**src/sv/lp2c_pkg.sv**
```systemverilog
// ----------------------------------------------------------------------------
// lp2c_pkg: shared constants and types for the polar to Cartesian unit
// Holds the rotation constants, field widths and the sideband item type.
// ----------------------------------------------------------------------------
package lp2c_pkg;

	localparam int QUALITY_SHIFT   = 2;
	localparam int RANGE_BITS      = 18;
	localparam int ROTATION_STAGES = 16;

	localparam int MAX_STAGES = 24;
	localparam int NUM_STAGES = (ROTATION_STAGES > MAX_STAGES) ? MAX_STAGES : ROTATION_STAGES;
	localparam int SHIFT_W    = $clog2(MAX_STAGES);

	localparam int ANGLE_W   = 16;
	localparam int RANGE_W   = 18;
	localparam int RAW_Q_W   = 8;
	localparam int COORD_W   = 19;
	localparam int QUAL_W    = 6;
	localparam int USED_RANGE_W = (RANGE_BITS < RANGE_W) ? RANGE_BITS : RANGE_W;

	// Q30 vector width and angle accumulator width (2^-32 turn)
	localparam int XY_W   = 33;
	localparam int Z_W    = 33;
	localparam int PROD_W = XY_W + RANGE_W + 1;
	localparam int ROUND_W = PROD_W - 30;

	localparam longint GAIN_Q30 = 64'sd652032874;
	localparam logic signed [XY_W-1:0] INIT_X =
		XY_W'(GAIN_Q30 + ((GAIN_Q30 * 2 / 3) >>> (2 * NUM_STAGES)));

	localparam logic [ROUND_W-1:0] COORD_MAX = ROUND_W'(262143);
	localparam logic [QUAL_W-1:0]  QUAL_MAX  = '1;

	// atan(2^-i) in units of 2^-32 turn
	localparam logic [31:0] ATAN_TURN32 [MAX_STAGES] = '{
		32'h20000000, 32'h12E4051E, 32'h09FB385B, 32'h051111D4, 32'h028B0D43, 32'h0145D7E1,
		32'h00A2F61E, 32'h00517C55, 32'h0028BE53, 32'h00145F2F, 32'h000A2F98, 32'h000517CC,
		32'h00028BE6, 32'h000145F3, 32'h0000A2FA, 32'h0000517D, 32'h000028BE, 32'h0000145F,
		32'h00000A30, 32'h00000518, 32'h0000028C, 32'h00000146, 32'h000000A3, 32'h00000051
	};

	typedef enum logic [1:0] {
		QUAD_0 = 2'd0,
		QUAD_1 = 2'd1,
		QUAD_2 = 2'd2,
		QUAD_3 = 2'd3
	} quad_t;

	// Data that rides along the rotation chain untouched
	typedef struct packed {
		quad_t                     quad;
		logic [USED_RANGE_W-1:0]   range;
		logic [QUAL_W-1:0]         qual;
	} side_t;

	function automatic logic [QUAL_W-1:0] qual_sat(input logic [RAW_Q_W-1:0] raw);
		logic [RAW_Q_W-1:0] sh;
		sh = raw >> QUALITY_SHIFT;
		if (sh > RAW_Q_W'(QUAL_MAX))
			return QUAL_MAX;
		return sh[QUAL_W-1:0];
	endfunction

endpackage

```
**src/sv/lp2c_cell.sv**
```systemverilog
// ----------------------------------------------------------------------------
// lp2c_cell: one micro-rotation of the vector chain
// Rotates toward zero residual angle and registers the item for the next cell.
// ----------------------------------------------------------------------------
module lp2c_cell import lp2c_pkg::*; (
	input  logic                   clk,
	input  logic                   arst_n,
	input  logic [SHIFT_W-1:0]     shift,
	input  logic [31:0]            atan_step,
	input  logic                   in_valid,
	input  logic signed [XY_W-1:0] in_x,
	input  logic signed [XY_W-1:0] in_y,
	input  logic signed [Z_W-1:0]  in_z,
	input  side_t                  in_side,
	output logic                   out_valid,
	output logic signed [XY_W-1:0] out_x,
	output logic signed [XY_W-1:0] out_y,
	output logic signed [Z_W-1:0]  out_z,
	output side_t                  out_side
);

	logic signed [XY_W-1:0] dx, dy;
	logic signed [Z_W-1:0]  da;
	logic                   valid_q;
	logic signed [XY_W-1:0] x_q, y_q;
	logic signed [Z_W-1:0]  z_q;
	side_t                  side_q;

	assign dx = in_y >>> shift;
	assign dy = in_x >>> shift;
	assign da = $signed({1'b0, atan_step});

	always_ff @(posedge clk or negedge arst_n) begin
		if (!arst_n) begin
			valid_q <= 1'b0;
		end else begin
			valid_q <= in_valid;
		end
	end

	// advance the item; a non-negative residual rotates counterclockwise
	always_ff @(posedge clk) begin
		if (!in_z[Z_W-1]) begin
			x_q <= in_x - dx;
			y_q <= in_y + dy;
			z_q <= in_z - da;
		end else begin
			x_q <= in_x + dx;
			y_q <= in_y - dy;
			z_q <= in_z + da;
		end
		side_q <= in_side;
	end

	assign out_valid = valid_q;
	assign out_x     = x_q;
	assign out_y     = y_q;
	assign out_z     = z_q;
	assign out_side  = side_q;

endmodule

```
**config.mk**
```make
export PLATFORM = sky130hd
export DESIGN_NAME = lp2c_cell
export DESIGN_NICKNAME = d
export VERILOG_FILES = /design/src/sv/lp2c_pkg.sv /design/src/sv/lp2c_cell.sv
export SDC_FILE = /design/constraint.sdc
export NUM_CORES = 1
export LEC_CHECK = 0
export BUFFER_PORTS_ARGS = -buffer_cell sky130_fd_sc_hd__buf_2
export CORE_MARGIN = 2
export CORE_UTILIZATION = 40
export CTS_CLUSTER_DIAMETER = 200
export DETAILED_ROUTE_END_ITERATION = 16
export PLACE_DENSITY = 0.63
export SLEW_MARGIN = 20
export SYNTH_ARGS = -nofsm -noshare
export SYNTH_HDL_FRONTEND = slang
export SYNTH_SLANG_ARGS = --single-unit
```
**constraint.sdc**
```tcl
create_clock -name clk -period 1.03 [get_ports clk]
set_input_delay 0.2575 -clock clk [delete_from_list [all_inputs] [get_ports clk]]
set_output_delay 0.2575 -clock clk [all_outputs]
set_load 0.1 [all_outputs]
```
# Word level (Yosys, flattened, before mapping)
# Index checks and enable logic that the tools add are counted.
[totals] wordCells=18 inputBits=165 reg_bits=126 out_inout_bits=126
[classes] mux=3 n_shift=2 add_sub_neg=6
[ops] operator="33-bit adder" count=3
[ops] operator="33-bit 2-to-1 mux" count=3
[ops] operator="33-bit subtractor" count=3
[ops] operator="33-bit by 5-bit >>> shifter with 33-bit output" count=2

# Longest topological paths before layout
[logic_depth] depth_word=3 mapped_depth=28 depth_no_buf=22

# Worst setup path before layout
# No wires, ideal clock.
[synth_path] kind="input -> register" from="input shift[1]" to="register y_q[31], in the netlist out_y[31]" path_slack_ps=-4097 setup_ps=114 cell_stages=20 n_path_buf=3 t_required_ps=916 t_arrival_ps=5013 path_cell_list="buf_6 -> buf_6 -> buf_6 -> mux4_2 -> mux2_2 -> mux2i_4 -> mux2_2 -> ha_1 -> o21ai_0 -> ha_1 -> nor2b_1 -> o31a_1 -> o41a_1 -> o21ai_1 -> a2111oi_0 -> o41ai_1 -> a21oi_1 -> a21oi_1 -> mux2i_1 -> a2111oi_0"
[synth_between] elab_chain_len=3 elab_cells_between_ends=4 cone_classes="add/sub: 2; shift: 1; mux: 1"
[synth_lines] item="start: declaration" line="lp2c_cell.sv:8" text="input logic [SHIFT_W-1:0] shift,"
[synth_lines] item="33-bit by 5-bit >>> shifter with 33-bit output *" line="lp2c_cell.sv:30" text="assign dy = in_x >>> shift;"
[synth_lines] item="33-bit adder or 33-bit subtractor (tied branches)" line="lp2c_cell.sv:45, lp2c_cell.sv:49"
[synth_lines] item="33-bit 2-to-1 mux *" line="lp2c_cell.sv:43" text="if (!in_z[Z_W-1]) begin"
[synth_lines] item="end signal: assignment" line="lp2c_cell.sv:45" text="y_q <= in_y + dy;"
[synth_lines] item="end signal: assignment" line="lp2c_cell.sv:49" text="y_q <= in_y - dy;"
[synth_lines] item="end: declaration" line="lp2c_cell.sv:25" text="logic signed [XY_W-1:0] x_q, y_q;"
# Every way passes the cells marked *; elsewhere a longest branch is shown, timed or not.

# Final worst setup path
[layout_path] from="input shift[1]" to="register y_q[30], in the netlist out_y[30]"
# The elaborated chain is that of the path after synthesis.

==> summary.md <==
| Metric | Value |
|---|---|
| Run status | finished, violations left |
| Failing checks | negative setup slack |
| Leading area contributor after synthesis | dfxtp_1 |
| Setup WS pre-CTS | -4.504 ns |
| Routability cong. | just over 1 |
| CTS tree | built |
| Share of cells above drive strength 1 | 0.6329 |
| Static leakage | 0.01257 µW |
| Mean Syn Cell Area | 8.857 µm² |
| Post-synth ARST share | 0.007937 |
| YS warnings | 0 |
| Wire per inst | 23.05 µm |
| Most frequent cells after synthesis | a21oi_1 (148), nor2_1 (128), dfxtp_1 (125) |
| Maximum number of pins on one net before global-route repair | 31 |
| Synth top area share | 0.1764 |
| Num rows | 68 |
| Routed vias | around 18,000 |
| Type of the worst setup path | input pin to flip-flop |
| # fillers | 2,145 |
| Gr ovfl total | 0 |
| Main synth FF type | dfxtp_1 |
| Slew HR | 0.5645 |
| Setup TNS | -266.61 ns |
| Post-DRT Antenna Nets | 0 |
| P_int | 26,860 µW |
| Initial core utilization | 0.4087 |
| CP required | 1.36 ns |
| Most common cell on crit path | and3_4 |
| Psw | approximately 27,000 µW |
| Crit path cell chain | buf_12 > buf_4 > mux4_2 > buf_6 > mux4_2 > o2bb2ai_4 > a311oi_2 > and4_1 > buf_4 > and3_4 > nor4b_4 > and3_4 > or3_4 > nand2_4 > ha_4 > buf_6 > and3_4 > nand3_4 > o21a_1 > o31ai_4 > o221ai_2 > o21bai_2 > a41o_1 > xor2_1 |
| Post-route minimum period | slightly below 5 ns |
| Tcrit/Tclk final | 4.688 |
| Sequential area share after synthesis | 0.1781 |
| Max IR drop VDD | 0.003039 V |
| Tot GR Track Use | 0.3591 |
| Clock power frac | 0.120 |
| Cts bufs inserted | 17 |
| Drt pass-1 iters | 6 |
| Final WS setup | -3.799 ns |
| Via/cell ratio | 5.825 |
| Worst-path clk slew | ~0.070 ns |
| DIE AREA | 36,990 µm² |
| RSZ-0062 raised after global routing | yes |
| Num ports | 291 |
| Fmax | 207.1 MHz |
| EDFF count, synth | 0 |
| CTS Root Cell | clkbuf_16 |
| Count leader, synth | a21oi_1 |
| Slowest cell on crit path | mux4_2 |
| Crit-path max FO | 5 |
| Starting DRC count in detailed routing | approximately 1,300 |
| Family with the most delay on the worst path | simple AND/OR/NAND/NOR gates |
| First-pass GRT wire length | a little over 100 mm |
| Worst EP arrival | just over 5 ns |
| Die height | ~190 µm |
| Buffers and inverters on the worst path | 5 |
| Die outline width | 192.3 µm |
| Crit-path max cell delay | 0.54 ns |
| Combinational fraction of design power | 0.723 |
| Clock sink total | 126 |
| Number of synthesized register bits | 126 |
| Total power | roughly 54,000 µW |
| Worst min path class | input pin to flip-flop |
| I/O Buffers | 290 |
| Final Net Count | 2,949 |
| Mapped Cells | around 1,600 |
| Reg power frac | 0.157 |
| Initial antenna violation count | 2 |
| CORE AREA | between 30,000 and 40,000 µm² |
| Mapped Nets | 1,870 |
| Clk buf depth | 2 |
| Pin slew with the least headroom to its limit | about 0.65 ns |
| Post-DP HPWL | 51.56 mm |
| Sw Share | 0.5032 |
| Mapped cell area | 14,190 µm² |
| Synth area leaders | dfxtp_1 (18%), mux4_2 (13%), ha_1 (8.8%), xnor2_1 (6.3%), a21oi_1 (5.2%) |
| CP Capture Type | flip-flop |
| Cell variety after synth | between 80 and 90 |
| Fin. Hold Viols | 0 |
| Final wirelength | 72.61 mm |
| Startpoint types | input pin |
| Pwr/cell area | slightly below 2000 nW/µm² |
| Residual DRC count | 0 |
| Final Core Density | 0.7847 |
| Vias in the first global route | 18,120 |
| Final setup viols | 224 |
| H-Tree Depth | 4 |
| Final number of max-transition violations | 0 |
| Area Overhead vs Synth | 91.98% |
| Maxcap violations | 0 |
[routing by layer]
metal | vias up | global-route usage | routed length [µm]
li1 | 8238 | - | -
met1 | 8796 | 0.4271 | 27140
met2 | 1057 | 0.6289 | 35570
met3 | 257 | 0.06583 | 6238
met4 | 2 | 0.1606 | 3641
met5 | - | 0 | 15
[power groups by stage]
stage | combinational (µW) | sequential [µW] | clock (µW)
6_report | 39100 | 8480 | 6510
5_1_grt | 40400 | 8610 | 6780
4_1_cts | 36700 | 8460 | 6580
3_5_place_dp | 35000 | 8540 | 0
3_3_place_gp | 34700 | 8510 | 0
2_1_floorplan | 8440 | 20000 | 0
[kinds of logic (layout without fill, tap and decap cells)]
| kind of cell | Yosys count | in the layout | synth area share |
|---|---|---|---|
| AOI/OAI and AO/OA | 464 | 464 | 0.2184 |
| xor gates and xnor gates | 177 | 177 | 0.1093 |
| adders and majority gates | 103 | 103 | 0.09242 |
| buffers and inverters | 122 | 1214 | 0.04436 |
| DFF | 126 | 126 | 0.1781 |
| muxes | 172 | 172 | 0.2048 |
| other | 0 | 1 | 0 |
| and+or+nand+nor | 438 | 438 | 0.1526 |
[stage by stage]
step / cells / area [µm²] / hold WS, ns
final: 3150 / 27240 / 0.03410
after global routing: 3150 / 27240 / 0.03755
after CTS: 3087 / 25890 / 0.02946
after detailed placement: 2958 / 23490 / 0.03782
after global placement: 2958 / 23490 / 0.03610
after floorplan: 1602 / 14810 / -0.03809
[placed cells by master (no fill, tap or decap), types with 42 or more instances in the layout]
master / instances
a21oi_1: 80
ha_1: 83
nor2_1: 106
a21oi_2: 61
dfxtp_2: 125
xor2_1: 73
xnor2_1: 92
buf_2: 147
mux2i_1: 42
a21o_1: 47
buf_12: 140
nand2_1: 90
buf_6: 74
buf_4: 744
mux4_2: 84
[final timing paths]
path	slack (ns)	start	end	cells past startpoint
worst min-delay path	0.03	in_z[0]	out_z[0]	2
max in group asynchronous	0.82	arst_n	out_valid	2
min in group asynchronous	0.11	arst_n	out_valid	2
worst max-delay path	-3.80	shift[1]	out_y[30]	24
[cell type report]
type,instances,area [µm²],area share
antenna,1,2.502,0.00009187
clock buffer,17,425.4,0.01562
clock inverter,15,190.2,0.006982
inverter,43,168.9,0.006201
multi-input combinational,1354,12820,0.4707
sequential,126,2685,0.09857
tap,455,569.3,0.02090
timing repair buffer,1139,10380,0.3810
[registers in the layout, indices dropped and copies added, names as in the netlist]
register   count
out_side      26
out_x         33
out_z         33
out_valid      1
out_y         33
[timing repair]
item | 4_1_cts | 5_1_grt
hold endpoints to repair | 28 | 0
pin swaps | 111 | 156
hold buffers | 28 | 0
resized for setup | 217 | 207
gates cloned | 4 | 0
buffers inserted | 69 | 70
setup endpoints to repair | 224 | 224
Power figures use the tool's default switching activity.
